**config.mk**
```make
export PLATFORM = sky130hd
export DESIGN_NAME = slot_allocator_mark_sweep
export DESIGN_NICKNAME = d
export VERILOG_FILES = /design/src/sms_pkg.sv /design/src/slot_allocator_mark_sweep.sv /design/src/sms_cell.sv
export SDC_FILE = /design/constraint.sdc
export NUM_CORES = 1
export LEC_CHECK = 0
export ABC_AREA = 1
export BUFFER_PORTS_ARGS = -buffer_cell sky130_fd_sc_hd__buf_4
export CAP_MARGIN = 20
export CORE_MARGIN = 2
export CORE_UTILIZATION = 30
export DETAILED_ROUTE_END_ITERATION = 7
export PLACE_DENSITY = 0.53
export RECOVER_POWER = 25
export SLEW_MARGIN = 20
export SYNTH_ARGS = -nofsm -noshare
export SYNTH_HDL_FRONTEND = slang
export SYNTH_SLANG_ARGS = --single-unit
```
**constraint.sdc**
```tcl
create_clock -name clk -period 3.5 [get_ports clk]
set_clock_uncertainty 0.1 [all_clocks]
set_input_delay 1.05 -clock clk [delete_from_list [all_inputs] [get_ports clk]]
set_output_delay 1.05 -clock clk [all_outputs]
set_load 0.005 [all_outputs]
```
**src/sms_pkg.sv**
```systemverilog
// Shared types and constants for the mark-and-sweep slot allocator.
// Depends on nothing; every other file of the block refers to it by scoped names.
`timescale 1ns / 1ps

package sms_pkg;

  // table geometry
  localparam int SLOTS  = 32;
  localparam int SLOT_W = $clog2(SLOTS);
  localparam int IDX_W  = 6;
  localparam int CNT_W  = 6;

  // action codes of an input word
  localparam logic [1:0] ACT_ALLOC = 2'd0;
  localparam logic [1:0] ACT_BEGIN = 2'd1;
  localparam logic [1:0] ACT_MARK  = 2'd2;
  localparam logic [1:0] ACT_SWEEP = 2'd3;

  // status codes of a result word
  localparam logic [1:0] STS_OK    = 2'd0;
  localparam logic [1:0] STS_FULL  = 2'd1;
  localparam logic [1:0] STS_RANGE = 2'd2;

  // commands broadcast to every cell of the chain
  typedef struct packed {
    logic              start;      // seed the scan token into the first cell
    logic              shift;      // move the token one cell along
    logic              clear;      // drop the token everywhere
    logic              claim;      // token cell becomes used
    logic              rel;        // token cell is freed
    logic              begin_col;  // every used cell becomes a candidate
    logic              mark_en;    // clear the mark of one addressed cell
    logic [SLOT_W-1:0] mark_idx;
  } cell_ctl_t;

  // what one cell reports back while it holds the token
  typedef struct packed {
    logic free_hit;   // token here and slot free
    logic sweep_hit;  // token here and slot used and still a candidate
  } cell_stat_t;

endpackage

```
**src/slot_allocator_mark_sweep.sv**
```systemverilog
// Top level of the mark-and-sweep slot allocator: cell chain plus scan control.
// Depends on sms_pkg and sms_cell.
`timescale 1ns / 1ps

// Slot allocator with mark-and-sweep collection over a table of SLOTS slots.
// Each slot lives in a cell of a chain; a scan token walks the chain one
// cell per clock while no result word is held up. Begin-collection and
// mark-live words finish in the cycle they are taken. Alloc walks the
// token from slot 0 up to the first free slot, or to the last slot on a
// full table. Sweep always walks the whole chain. Alloc and sweep also
// wait for any cycles in which the previous result word is held by the
// downstream side. Results are registered; a new input word is taken only
// when the block is idle and the result register is empty or is being
// read in that same cycle. No clearing pass is needed after reset.
module slot_allocator_mark_sweep (
  input  logic        clk,
  input  logic        rst,
  input  logic        s_tvalid,
  output logic        s_tready,
  input  logic [7:0]  s_tdata,   // [1:0] action, [7:2] slot_index
  output logic        m_tvalid,
  input  logic        m_tready,
  output logic [15:0] m_tdata,   // [5:0] slot_index_res, [7:6] status,
                                 // [13:8] in_use, [15:14] zero
  output logic        m_tuser,   // [0] freed
  output logic        m_tlast    // last result of the input word
);

  localparam logic [1:0] ST_IDLE  = 2'd0;
  localparam logic [1:0] ST_ALLOC = 2'd1;
  localparam logic [1:0] ST_SWEEP = 2'd2;
  localparam logic [1:0] ST_CLOSE = 2'd3;

  localparam logic [sms_pkg::SLOT_W-1:0] POS_LAST = sms_pkg::SLOT_W'(sms_pkg::SLOTS - 1);

  logic [1:0]                 state;
  logic [1:0]                 state_next;
  logic [sms_pkg::SLOT_W-1:0] pos;
  logic [sms_pkg::SLOT_W-1:0] pos_next;
  logic [sms_pkg::CNT_W-1:0]  cnt;
  logic [sms_pkg::CNT_W-1:0]  cnt_next;

  logic [1:0]                 in_action;
  logic [sms_pkg::IDX_W-1:0]  in_idx;
  logic                       in_range;

  sms_pkg::cell_ctl_t         ctl;
  sms_pkg::cell_stat_t        stat [sms_pkg::SLOTS];
  logic [sms_pkg::SLOTS:0]    tok_chain;
  logic [sms_pkg::SLOTS-1:0]  free_vec;
  logic [sms_pkg::SLOTS-1:0]  sweep_vec;
  logic                       any_free;
  logic                       any_sweep;

  logic                       out_valid;
  logic                       out_free;
  logic [sms_pkg::IDX_W-1:0]  out_slot;
  logic [1:0]                 out_status;
  logic [sms_pkg::CNT_W-1:0]  out_cnt;
  logic                       out_freed;
  logic                       out_last;

  logic                       emit;
  logic [sms_pkg::IDX_W-1:0]  e_slot;
  logic [1:0]                 e_status;
  logic                       e_freed;
  logic                       e_last;

  assign in_action = s_tdata[1:0];
  assign in_idx    = s_tdata[7:2];
  assign in_range  = ((sms_pkg::IDX_W + 1)'(in_idx) < (sms_pkg::IDX_W + 1)'(sms_pkg::SLOTS));

  // build the chain of slot cells
  assign tok_chain[0] = 1'b0;
  for (genvar i = 0; i < sms_pkg::SLOTS; i++) begin : g_cell
    sms_cell u_cell (
      .clk     (clk),
      .rst     (rst),
      .ctl     (ctl),
      .cell_id (sms_pkg::SLOT_W'(i)),
      .tok_in  (tok_chain[i]),
      .tok_out (tok_chain[i+1]),
      .stat    (stat[i])
    );
    assign free_vec[i]  = stat[i].free_hit;
    assign sweep_vec[i] = stat[i].sweep_hit;
  end

  // only the token cell can report a hit
  assign any_free  = |free_vec;
  assign any_sweep = |sweep_vec;

  assign out_free = !out_valid || m_tready;
  assign s_tready = (state == ST_IDLE) && out_free;

  // sequence the scans and form result words
  always_comb begin
    ctl        = '0;
    emit       = 1'b0;
    e_slot     = '0;
    e_status   = sms_pkg::STS_OK;
    e_freed    = 1'b0;
    e_last     = 1'b0;
    state_next = state;
    pos_next   = pos;
    cnt_next   = cnt;
    unique case (state)
      ST_IDLE: begin
        if (s_tvalid && s_tready) begin
          unique case (in_action)
            sms_pkg::ACT_ALLOC: begin
              ctl.start  = 1'b1;
              pos_next   = '0;
              state_next = ST_ALLOC;
            end
            sms_pkg::ACT_BEGIN: begin
              ctl.begin_col = 1'b1;
              emit          = 1'b1;
              e_last        = 1'b1;
            end
            sms_pkg::ACT_MARK: begin
              emit   = 1'b1;
              e_last = 1'b1;
              if (in_range) begin
                ctl.mark_en  = 1'b1;
                ctl.mark_idx = in_idx[sms_pkg::SLOT_W-1:0];
              end else begin
                e_status = sms_pkg::STS_RANGE;
              end
            end
            sms_pkg::ACT_SWEEP: begin
              ctl.start  = 1'b1;
              pos_next   = '0;
              state_next = ST_SWEEP;
            end
            default: begin
              state_next = ST_IDLE;
            end
          endcase
        end
      end
      ST_ALLOC: begin
        priority if (any_free) begin
          if (out_free) begin
            ctl.claim  = 1'b1;
            ctl.clear  = 1'b1;
            cnt_next   = cnt + 1'b1;
            emit       = 1'b1;
            e_slot     = sms_pkg::IDX_W'(pos);
            e_last     = 1'b1;
            state_next = ST_IDLE;
          end
        end else if (pos == POS_LAST) begin
          if (out_free) begin
            ctl.clear  = 1'b1;
            emit       = 1'b1;
            e_status   = sms_pkg::STS_FULL;
            e_last     = 1'b1;
            state_next = ST_IDLE;
          end
        end else begin
          ctl.shift = 1'b1;
          pos_next  = pos + 1'b1;
        end
      end
      ST_SWEEP: begin
        if (!any_sweep || out_free) begin
          if (any_sweep) begin
            ctl.rel  = 1'b1;
            cnt_next = cnt - 1'b1;
            emit     = 1'b1;
            e_slot   = sms_pkg::IDX_W'(pos);
            e_freed  = 1'b1;
          end
          if (pos == POS_LAST) begin
            ctl.clear  = 1'b1;
            state_next = ST_CLOSE;
          end else begin
            ctl.shift = 1'b1;
            pos_next  = pos + 1'b1;
          end
        end
      end
      ST_CLOSE: begin
        if (out_free) begin
          emit       = 1'b1;
          e_last     = 1'b1;
          state_next = ST_IDLE;
        end
      end
      default: begin
        state_next = ST_IDLE;
      end
    endcase
  end

  // hold control state
  always_ff @(posedge clk) begin
    if (rst) begin
      state <= ST_IDLE;
      pos   <= '0;
      cnt   <= '0;
    end else begin
      state <= state_next;
      pos   <= pos_next;
      cnt   <= cnt_next;
    end
  end

  // hold the result word until it is taken
  always_ff @(posedge clk) begin
    if (rst) begin
      out_valid <= 1'b0;
    end else if (emit) begin
      out_valid <= 1'b1;
    end else if (m_tready) begin
      out_valid <= 1'b0;
    end
  end

  always_ff @(posedge clk) begin
    if (emit) begin
      out_slot   <= e_slot;
      out_status <= e_status;
      out_cnt    <= cnt_next;
      out_freed  <= e_freed;
      out_last   <= e_last;
    end
  end

  assign m_tvalid = out_valid;
  assign m_tdata  = {2'b00, out_cnt, out_status, out_slot};
  assign m_tuser  = out_freed;
  assign m_tlast  = out_last;

endmodule

```
**src/sms_cell.sv**
```systemverilog
// One slot of the allocator chain: used bit, candidate mark and scan token.
// Depends on sms_pkg for the command and status structs.
`timescale 1ns / 1ps

module sms_cell (
  input  logic                       clk,
  input  logic                       rst,
  input  sms_pkg::cell_ctl_t         ctl,
  input  logic [sms_pkg::SLOT_W-1:0] cell_id,
  input  logic                       tok_in,
  output logic                       tok_out,
  output sms_pkg::cell_stat_t        stat
);

  logic used;
  logic cand;
  logic token;

  // update the slot bits; token-addressed changes win over broadcasts
  always_ff @(posedge clk) begin
    if (rst) begin
      used <= 1'b0;
      cand <= 1'b0;
    end else begin
      if (ctl.begin_col) begin
        cand <= used;
      end
      if (ctl.mark_en && (ctl.mark_idx == cell_id)) begin
        cand <= 1'b0;
      end
      if (token && ctl.claim) begin
        used <= 1'b1;
        cand <= 1'b0;
      end
      if (token && ctl.rel) begin
        used <= 1'b0;
        cand <= 1'b0;
      end
    end
  end

  // seed, pass on or drop the scan token
  always_ff @(posedge clk) begin
    if (rst) begin
      token <= 1'b0;
    end else if (ctl.clear) begin
      token <= 1'b0;
    end else if (ctl.start) begin
      token <= (cell_id == '0);
    end else if (ctl.shift) begin
      token <= tok_in;
    end
  end

  assign tok_out        = token;
  assign stat.free_hit  = token && !used;
  assign stat.sweep_hit = token && used && cand;

endmodule

```
After elaboration in Yosys (flattened, before gate mapping)

Index checks and enable logic that the tools add are counted.

Multiplexer cells: 62
Magnitude comparators: 1
Eq/ne operators: 45
Reduce and logical (&&, ||, !) cells: 308
Add/sub/neg operators: 3

Operators with widths:

| operator              | number |
|---|---|
| $logic_and A1 B1 Y1   | 194 |
| $reduce_or A4 Y1      | 32 |
| $eq A5 B5 Y1 const B  | 17 |
| $reduce_or A2 Y1      | 35 |
| $reduce_or A32 Y1     | 2 |
| $mux W5               | 9 |
| $eq A5 B4 Y1 const B  | 8 |
| $mux W6               | 6 |
| $logic_not A1 Y1      | 34 |
| $mux W1               | 25 |
| $mux W2               | 11 |
| $eq A5 B3 Y1 const B  | 4 |
| $pmux W5 S3           | 1 |
| $mux W7               | 2 |
| $pmux W2 S2           | 3 |
| $pmux W6 S2           | 1 |
| $eq A5 B2 Y1 const B  | 2 |
| $pmux W5 S2           | 1 |
| $reduce_and A5 Y1     | 2 |
| $eq A2 B2 Y1 const B  | 4 |
| $ne A2 B2 Y1 const B  | 4 |
| $pmux W2 S4           | 1 |
| $add A6 B1 Y6 const B | 1 |
| $lt A6 B6 Y1 const B  | 1 |
| other kinds (15)      | 19 |

Flip-flop bits (word level): 126
Bits of input ports: 12
Output and inout bits: 20

Depth between registers and ports, before layout

Gate-level depths: netlist (run 1).

Word-level depth: 9
Depth in mapped cells: 15
Gate-level depth less buffers: 14

Hierarchy

A second synthesis (run 1) with hierarchy kept.

Cells, all modules: 2,182
Area total of the unflattened synthesis: 11,202.0 sq um

Modules (own cells, without submodules):

| module                    | instances | area an instance (sq um) | cells each |
|---|---|---|---|
| sms_cell                  | 32        | 274.0                    | 56 |
| slot_allocator_mark_sweep | 1         | 2,433.6                  | 390 |

Worst setup path after synthesis (run 1)

Ideal clock, no wire load.

Path type: input-to-reg
Start: input port m_tready
End: register out_last, in the netlist m_tlast (enable)
Stages on the path: 7
Buffers on the path: 1
Arrival time: 2,131 ps
Path slack: 956 ps
Library setup time: 313 ps
Cell sequence: nor2_4 -> inv_2 -> nand3_1 -> buf_2 -> nand2_1 -> o21ai_0 -> inv_1

Longest elaborated chain between the ends: 5
Elaborated cells on any way between the ends: 10
Classes of those cells: mux (6); reduce/logical (4)

RTL lines:

| element                                        | line                                                               | source |
|---|---|---|
| start: declaration                             | slot_allocator_mark_sweep.sv:22                                    | `input logic m_tready,` |
| $logic_or A1 B1 Y1 *                           | slot_allocator_mark_sweep.sv:93                                    | `assign out_free = !out_valid \|\| m_tready;` |
| $mux W1 or $logic_and A1 B1 Y1 (tied branches) | n/a                                                                |  |
| $mux W1 or $logic_and A1 B1 Y1 (tied branches) | slot_allocator_mark_sweep.sv:153, slot_allocator_mark_sweep.sv:109 |  |
| $mux W1, on equally long branches              | slot_allocator_mark_sweep.sv:143, slot_allocator_mark_sweep.sv:109 |  |
| $pmux W1 S4 *                                  | slot_allocator_mark_sweep.sv:107                                   | `unique case (state)` |
| named net emit                                 | slot_allocator_mark_sweep.sv:63                                    | `logic emit;` |
| end signal: assignment                         | slot_allocator_mark_sweep.sv:227                                   | `out_last <= e_last;` |
| end: declaration                               | slot_allocator_mark_sweep.sv:61                                    | `logic out_last;` |

The timed path passes the listed nets; every way through them passes the cells marked *.
A chain may end at the register's enable or synchronous reset.

Worst setup path after layout (run 1)

Start: input port m_tready
End: output port s_tready

Longest elaborated chain between the ends: 2

RTL lines:

| element             | line                            | source |
|---|---|---|
| $logic_or A1 B1 Y1  | slot_allocator_mark_sweep.sv:93 |  |
| $logic_and A1 B1 Y1 | slot_allocator_mark_sweep.sv:94 | `assign s_tready = (state == ST_IDLE) && out_free;` |
| end: declaration    | slot_allocator_mark_sweep.sv:19 | `output logic s_tready,` |

Every way passes these cells.

==> results of run 1 <==
-- worst max path at each step --
stage	endpoint	slack, ns	depth (start not counted)
floorplan	m_tlast$_DFFE_PP_	0.96	7
global placement	out_slot[1]$_DFFE_PP_	0.54	7
detailed placement	out_slot[0]$_DFFE_PP_	0.52	7
CTS	s_tready	0.74	4
global route	g_cell[24].u_cell.cand$_SDFFE_PP0P_	0.36	9
finish	s_tready	0.40	4
-- metal layers --
layer  vias up  global-route usage
met5         -                   0
met4         0             0.04587
li1       3132                   -
met3        16             0.03147
met2       151              0.2436
met1      2744              0.2191
-- cell type report --
class / count / area, µm² / area share
flip-flops and latches: 125 / 2653 / 0.3448
clock inverters: 6 / 111.4 / 0.01448
clock buffers: 24 / 481.7 / 0.06262
well taps: 280 / 350.3 / 0.04554
inverters: 97 / 364.1 / 0.04733
multi-input cells: 693 / 3427 / 0.4455
repair buffers: 39 / 305.3 / 0.03969
-- per-stage QoR --
step | area, µm² | std cells
floorplan | 6705 | 957
global placement | 7128 | 1234
detailed placement | 7128 | 1234
CTS | 7721 | 1264
global route | 7692 | 1264
finish | 7692 | 1264
-- cells in the final DEF, fill, tap and decap left out, drive strengths merged --
cell type	synthesis	layout
nand2	286	286
nor4	1	1
edfxtp	15	15
clkinv	1	3
conb	1	3
nor3b	1	1
o22ai	1	1
o21ai	43	43
clkinvlp	0	1
clkbuf	12	41
dfxtp	110	110
bufinv	0	3
ha	13	13
xor2	4	4
a21oi	104	104
inv	96	96
nand3	94	94
nand4	11	11
buf	30	22
nor2	94	94
nor3	38	38
-- power groups by stage --
stage                     Clock [mW]  Combinational, mW  Sequential [mW]
final                           1.81               1.04             1.68
after global routing            1.90               1.15             1.69
after CTS                       1.84               1.06             1.68
after detailed placement           0               1.06             1.71
after global placement             0               1.06             1.71
after floorplan                    0              0.688             1.70
-- registers in the layout, summed over array words and instances, names as in the netlist --
register,flops
pos,5
m_tlast,1
out_slot,5
out_cnt,6
g_cell.u_cell.tok_out,32
m_tvalid,1
out_status,2
cnt,6
g_cell.u_cell.cand,32
m_tuser,1
g_cell.u_cell.used,32
state,2
-- cells in the mapped netlist, types with 7 or more instances --
library cell    n
ha_1           13
nand4_1        10
inv_2           7
clkbuf_1       12
nand3_1        91
nor2_1         89
nand2_1       279
o21ai_0        18
inv_1          89
edfxtp_1       15
dfxtp_1       110
a21oi_2        31
nor3_1         12
buf_2          18
nor3_2         26
o21ai_1        25
a21oi_1        73
-- worst max-delay path, delay by kind of cell --
family	cells	cell delay [ns]
buffers and inverters	2	0.27
AND/OR/NAND/NOR	2	0.63
-- kinds of logic after synthesis --
| family | synth area share |
|---|---|
| AND/OR/NAND/NOR | 0.3566 |
| AO/OA/AOI/OAI | 0.1282 |
| buffers and inverters | 0.08911 |
| flip-flops | 0.3960 |
| adder cells (fa/ha/maj) | 0.02429 |
| XOR/XNOR | 0.005230 |
| other | 0.0005599 |
==> out/qor.yml, run 1 <==
wire_per_inst_um: 14.26
cts.htree.levels: 4
maxCapViolations: 0
synth.yosys.seq_area_share: 0.3960
avgSynthCellArea_um2: 7.013
wl_met1_um: 8882
power_density_nw_per_um2: 588.7
clockPowerShare: 0.401
power_frac_comb: 0.229
seq_power_share: 0.370
grt_pass1_wl_um: 29530
syn_to_final_growth_pct: 14.85
p_sw_mw: 1.423
postCtsSetupRepairBufs: 0
crit_fanout: 9
route.met2.wl_um: 8027
regToRegSetupSlack_ns: 0.69
rows: 54
finalWeightedCongestion: 0.8618
crit_type: "in2out"
hold_path_class: "reg2reg"
max_freq_ghz: 0.3224
dp_slack_ns: 0.5222
synth-edff-count: 15
p_total_mw: 4.529
yosysWarnings: 0
timing.hold.ws_ns: 0.3851
dieWidth_um: 153.4
status: "finished, final reports clean"
grt.total_usage: 0.1563
fin_setup_tns_ns: 0
max_slew_margin: 0.4858
syn_inst: 955
num-nets-final: 998
finalCriticalPeriod_ns: 3.102
initial_utilization: 0.3060
swShare: 0.3141
clockBufferDepth: 2
syn_area_um2: 6698
r2r_end: "g_cell[29].u_cell.cand$_SDFFE_PP0P_"
synth_top_cell_by_area: "dfxtp_1"
top_layer_used: "met4"
num_io_pins: 32
endpoint_kind: "primary output"
cp.arrival_ns: 1.95
tightest_slew_ns: 0.7684
worstSetupStartpointType: "primary input"
ir_drop_uv: 359.4
grt_overflow_total: 0
critPathMaxStageDelay_ns: 0.59
rr_worst_depth: 12
worstSetupStartpoint: "m_tready"
holdPathStages: 2
clockRootBuffer: "clkbuf_16"
synth.distinct_cells: 32
nFillCells: 2349
min_to: "g_cell[4].u_cell.used$_SDFFE_PP0P_"
die_y_um: 153.4
antenna_found_initial: 0
vias_per_cell: 4.781
timing.final.crit_share: 0.8863
ant_nets: 0
netlist.area_leader.share: 0.3288
n_antenna_cell: 0
setup_viol: 0
vias: 6043
fp.dieArea_um2: 23540
synth-seq-cells: 125
slew_violations: 0
min-delay-start: "g_cell[4].u_cell.used$_SDFFE_PP0P_"
worst_slack_ns: 0.3981
grt_pass1_vias: 5602
synth-main-ff-cell: "dfxtp_1"
final-hold-violation-count: 0
drc_errors: 0
postLayoutCoreUtil: 0.3514
clk_latency_ns: 0.43
cts_made_buffers: 17
clk_pin_slew_ns: 0.06
hpwl_um: 12170
drive_above_1_share: 0.1423
cts-resized-gates: 0
crit_chain: "clkbuf_4 -> nor2_1 -> nor2_4 -> buf_4"
route.met3.wl_um: 922
ys_top_cells_by_area: "dfxtp_1 33%, nand2_1 16%, nand3_1 6.8%"
drt_wl_total_um: 18020
rsz0062_at_grt: "no"
cts_tree: "built"
required_ns: 2.35
cts.sinks: 125
drt-initial-drc-count: 433
io_buffers: 28
critPathSlowestCell: "nor2_1"
cell_internal_pwr_mw: 3.106
r2r_start: "g_cell[7].u_cell.tok_out$_SDFFE_PP0P_"
drtPass1Iterations: 5
cts_hold_buf: 0
grt_max_degree: 33
coreArea_um2: 21890
p_leak_nw: 3.007
async_reset_ff_frac: 0
Power figures use the tool's default switching activity.
==> run 2, diff against run 1 <==
- BUFFER_PORTS_ARGS: -buffer_cell sky130_fd_sc_hd__buf_4 -> default
- DONT_BUFFER_PORTS: default -> 1
- PLACE_DENSITY: 0.53 -> 0.52
- SLEW_MARGIN: 20 -> default
==> out/qor.yml, run 2 (synthesized netlist as in run 1, its figures left out) <==
r2r_end: "pos[1]$_SDFFE_PP0P_"
max_slew_margin: 0.5687
syn_to_final_growth_pct: 11.38
grt.total_usage: 0.1546
crit_type: "reg2reg"
drt_wl_total_um: 17710
num_io_pins: 32
crit_fanout: 8
cts-resized-gates: 0
tightest_slew_ns: 0.6469
critPathSlowestCell: "a21oi_1"
seq_power_share: 0.390
cell_internal_pwr_mw: 2.944
swShare: 0.3276
p_leak_nw: 2.857
vias: 5869
grt_pass1_vias: 5568
postCtsSetupRepairBufs: 0
ir_drop_uv: 296.8
drc_errors: 0
p_sw_mw: 1.434
finalCriticalPeriod_ns: 2.765
die_y_um: 153.4
rr_worst_depth: 10
crit_chain: "nand2_1 -> nand2_1 -> nor2_1 -> nand2_1 -> nor2_1 -> nand2_1 -> a21oi_1 -> nand2_1 -> nand2_1 -> a21oi_1"
cts.htree.levels: 4
slew_violations: 0
required_ns: 3.71
initial_utilization: 0.3060
wire_per_inst_um: 14.33
max_freq_ghz: 0.3617
rsz0062_at_grt: "no"
clk_pin_slew_ns: 0.06
cts_hold_buf: 0
cts.sinks: 125
final_cell_area_um2: 7460
r2r_start: "g_cell[0].u_cell.tok_out$_SDFFE_PP0P_"
clk_latency_ns: 0.42
clockPowerShare: 0.411
critPathMaxStageDelay_ns: 0.49
crit_buf_inv: 0
drtPass1Iterations: 4
io_buffers: 0
clockBufferDepth: 2
cp.arrival_ns: 2.97
power_frac_comb: 0.199
coreArea_um2: 21890
drt-initial-drc-count: 368
min-delay-start: "g_cell[12].u_cell.used$_SDFFE_PP0P_"
min_to: "g_cell[12].u_cell.used$_SDFFE_PP0P_"
vias_per_cell: 4.748
n_antenna_cell: 0
hold_path_class: "reg2reg"
fp.dieArea_um2: 23540
cts_tree: "built"
regToRegSetupSlack_ns: 0.73
fin_setup_tns_ns: 0
num-nets-final: 968
grt_overflow_total: 0
layout_commonest_cell: "nand2_1"
cp_common_cell: "nand2_1"
maxCapViolations: 0
clockRootBuffer: "clkbuf_16"
met2_usage: 0.2483
nFillCells: 2381
dieWidth_um: 153.4
rows: 54
grt_max_degree: 37
power_density_nw_per_um2: 587.0
top_usage_layer: "met2"
timing.hold.ws_ns: 0.3875
met3_usage: 0.03034
cts_made_buffers: 17
endpoint_kind: "register"
timing.final.crit_share: 0.7900
worstSetupStartpointType: "register"
critPathTopFamily: "simple AND/OR/NAND/NOR gates"
hpwl_um: 12050
status: "finished, final reports clean"
holdPathStages: 2
place_area_um2: 6890
finalWeightedCongestion: 0.8137
multiInputGateArea_um2: 3427
final-hold-violation-count: 0
seq_area_um2: 2653
grt_pass1_wl_um: 29100
p_total_mw: 4.379
antenna_found_initial: 0
setup_viol: 0
ant_nets: 0
drive_above_1_share: 0.1182
grt_use_met1: 0.2073
layout_common_cells: "282 x nand2_1, 110 x dfxtp_1, 92 x nand3_1"
run 2: cell count changes in the layout (fill, tap and decap cells not counted), sizes merged:
cell and delta:
clkbuf -23, buf -13, clkinv +4, clkinvlp +3, inv +1
run 2: power by group through the flow:
stage	clock network [mW]	logic, mW	registers, mW
final	1.80	0.870	1.71
after global routing	1.91	0.980	1.72
after CTS	1.83	0.891	1.71
after detailed placement	0	0.890	1.74
after global placement	0	0.888	1.74
after floorplan	0	0.688	1.70
run 2: worst max path at each step:
stage                                                startpoint  slack [ns]                                     end  cells past startpoint
after global routing      g_cell[0].u_cell.tok_out$_SDFFE_PP0P_        0.52     g_cell[17].u_cell.cand$_SDFFE_PP0P_                     12
after detailed placement                               m_tready        0.67     g_cell[22].u_cell.cand$_SDFFE_PP0P_                     11
after CTS                 g_cell[0].u_cell.tok_out$_SDFFE_PP0P_        0.79  g_cell[30].u_cell.tok_out$_SDFFE_PP0P_                     13
final                     g_cell[0].u_cell.tok_out$_SDFFE_PP0P_        0.73                     pos[1]$_SDFFE_PP0P_                     10
after global placement                                 m_tready        0.73                   out_slot[0]$_DFFE_PP_                      6
after floorplan                                        m_tready        0.96                       m_tlast$_DFFE_PP_                      7
run 2: metrics by stage:
stage	worst slack (ns)	std cells	utilization
final	0.7349	1236	0.3408
after global routing	0.5151	1236	0.3408
after CTS	0.7930	1236	0.3421
after detailed placement	0.6663	1204	0.3148
after global placement	0.7303	1204	0.3148
after floorplan	0.9561	957	-
run 2: tightest hold or removal path, stage by stage (launching register included):
cell and delay [ns]:
dfxtp_1 0.32, inv_1 0.07, a21oi_1 0.05
run 2: final cells by class:
class / count / area share
sequential: 125 / 0.3556
timing repair buffer: 9 / 0.009057
multi-input combinational: 693 / 0.4594
clock buffer: 18 / 0.05753
tap: 280 / 0.04696
inverter: 97 / 0.04881
clock inverter: 14 / 0.02264
run 2: layer usage:
metal,share of wire,vias up
li1,-,3068
met1,0.48,2677
met2,0.46,101
met5,0,-
met4,0.017,0
met3,0.037,23
==> run 3, diff against run 2 <==
- clock period: 3.5 -> 2.7 ns (I/O delays scaled with it)
==> out/qor.yml, run 3 (synthesized netlist as in run 1, its figures left out) <==
status: "finished, final reports clean"
maxCapViolations: 0
drc_errors: 0
tightest_slew_ns: 0.5773
clockPowerShare: 0.437
drive_above_1_share: 0.1351
max_freq_ghz: 0.4177
crit_fanout: 15
clk_latency_ns: 0.43
io_buffers: 0
cts_hold_buf: 0
grt.total_usage: 0.1564
top_layer_used: "met4"
drt_wl_total_um: 17800
postCtsSetupRepairBufs: 0
grt_max_degree: 65
hold_path_class: "in2reg"
min-delay-start: "rst"
grt_overflow_total: 0
dieWidth_um: 153.4
hpwl_um: 12220
wl_met1_um: 8673
grt_pass1_vias: 5693
vias_per_cell: 4.776
initial_utilization: 0.3060
num_io_pins: 32
clockRootBuffer: "clkbuf_16"
regToRegSetupSlack_ns: 0.31
power_density_nw_per_um2: 781.5
rsz0062_at_grt: "no"
cts-resized-gates: 0
cts.htree.levels: 4
swShare: 0.3137
rows: 54
vias: 5970
layout_common_cells: "280 x nand2_1, 110 x dfxtp_1, 91 x nor2_1, 91 x nand3_1, 89 x inv_1"
nFillCells: 2339
finalWeightedCongestion: 0.8140
p_leak_nw: 2.994
cell_internal_pwr_mw: 4.122
max_slew_margin: 0.6147
clockBufferDepth: 2
timing.final.crit_share: 0.8866
min_to: "cnt[5]$_SDFF_PP0_"
setup_viol: 0
holdPathStages: 1
coreArea_um2: 21890
route.met3.wl_um: 650
wire_per_inst_um: 14.24
antenna_found_initial: 0
grt_pass1_wl_um: 29440
p_sw_mw: 1.885
cts_made_buffers: 17
fp.dieArea_um2: 23540
num-nets-final: 982
fin_setup_tns_ns: 0
rr_worst_depth: 10
endpoint_kind: "register"
ir_drop_uv: 410.1
worst_slack_ns: 0.3062
finalCriticalPeriod_ns: 2.394
slew_violations: 0
final-hold-violation-count: 0
die_y_um: 153.4
power_frac_comb: 0.195
cts.sinks: 125
r2r_end: "out_slot[0]$_DFFE_PP_"
ant_nets: 0
r2r_start: "pos[1]$_SDFFE_PP0P_"
seq_power_share: 0.368
clk_pin_slew_ns: 0.06
n_antenna_cell: 0
layout_commonest_cell: "nand2_1"
drtPass1Iterations: 6
dp_slack_ns: 0.2471
drt-initial-drc-count: 392
route.met2.wl_um: 8260
cp.arrival_ns: 2.35
worstSetupStartpointType: "register"
syn_to_final_growth_pct: 14.76
crit_type: "reg2reg"
required_ns: 2.66
cts_tree: "built"
run 3: cell types whose count changed in the layout (fill, tap and decap cells not counted), moves of 2 or more:
| cell | change |
|---|---|
| clkbuf_16 | +2 |
| buf_12 | +3 |
| clkbuf_8 | +2 |
| clkinvlp_4 | -4 |
| inv_6 | +2 |
| nand2_1 | -2 |
| buf_4 | +11 |
run 3: worst max-delay path by stage:
stage | start | endpoint | slack (ns) | cells after the start
after floorplan | m_tready | m_tlast$_DFFE_PP_ | 0.40 | 7
after detailed placement | m_tready | g_cell[14].u_cell.cand$_SDFFE_PP0P_ | 0.25 | 11
after global placement | s_tdata[0] | out_slot[3]$_DFFE_PP_ | 0.26 | 6
final | pos[1]$_SDFFE_PP0P_ | out_slot[0]$_DFFE_PP_ | 0.31 | 10
after CTS | pos[1]$_SDFFE_PP0P_ | out_slot[0]$_DFFE_PP_ | 0.24 | 10
after global routing | state[0]$_SDFFE_PP0P_ | g_cell[30].u_cell.cand$_SDFFE_PP0P_ | 0.03 | 13
run 3: through the flow:
stage / instance area, µm² / power [mW] / cells / utilization / hold slack, ns
final: 7686 / 6.007 / 1250 / 0.3511 / 0.3496
after global routing: 7686 / 6.315 / 1250 / 0.3511 / 0.3310
after CTS: 7710 / 6.094 / 1250 / 0.3522 / 0.3250
after global placement: 7033 / 3.454 / 1218 / 0.3213 / 0.3720
after floorplan: 6705 / 3.094 / 957 / - / 0.3594
after detailed placement: 7033 / 3.455 / 1218 / 0.3213 / 0.3784
run 3: cell type report:
cell class / instances / area, µm² / share of cell area
Clock buffer: 21 / 503.0 / 0.06544
Clock inverter: 11 / 173.9 / 0.02263
Inverter: 97 / 364.1 / 0.04737
Multi-Input combinational cell: 693 / 3432 / 0.4465
Sequential cell: 125 / 2653 / 0.3451
Tap cell: 280 / 350.3 / 0.04558
Timing Repair Buffer: 23 / 210.2 / 0.02735
run 3: power by group through the flow:
| stage | Sequential, mW | Clock, mW | Combinational, mW |
|---|---|---|---|
| CTS | 2.21 | 2.68 | 1.20 |
| global placement | 2.25 | 0 | 1.20 |
| floorplan | 2.20 | 0 | 0.892 |
| global route | 2.23 | 2.76 | 1.33 |
| finish | 2.21 | 2.62 | 1.17 |
| detailed placement | 2.25 | 0 | 1.20 |
run 3: critical path, stage by stage (launching register included):
cell	delay, ns
dfxtp_1	0.37
ha_1	0.18
inv_1	0.06
nor3_1	0.19
ha_1	0.26
inv_1	0.09
nand3_1	0.08
nand2_1	0.06
nand2_1	0.08
o21ai_0	0.11
inv_1	0.45
run 3: layer usage:
metal	vias up	global-route usage
li1	3104	-
met1	2738	0.2069
met2	111	0.2587
met3	17	0.02949
met4	0	0.04893
met5	-	0
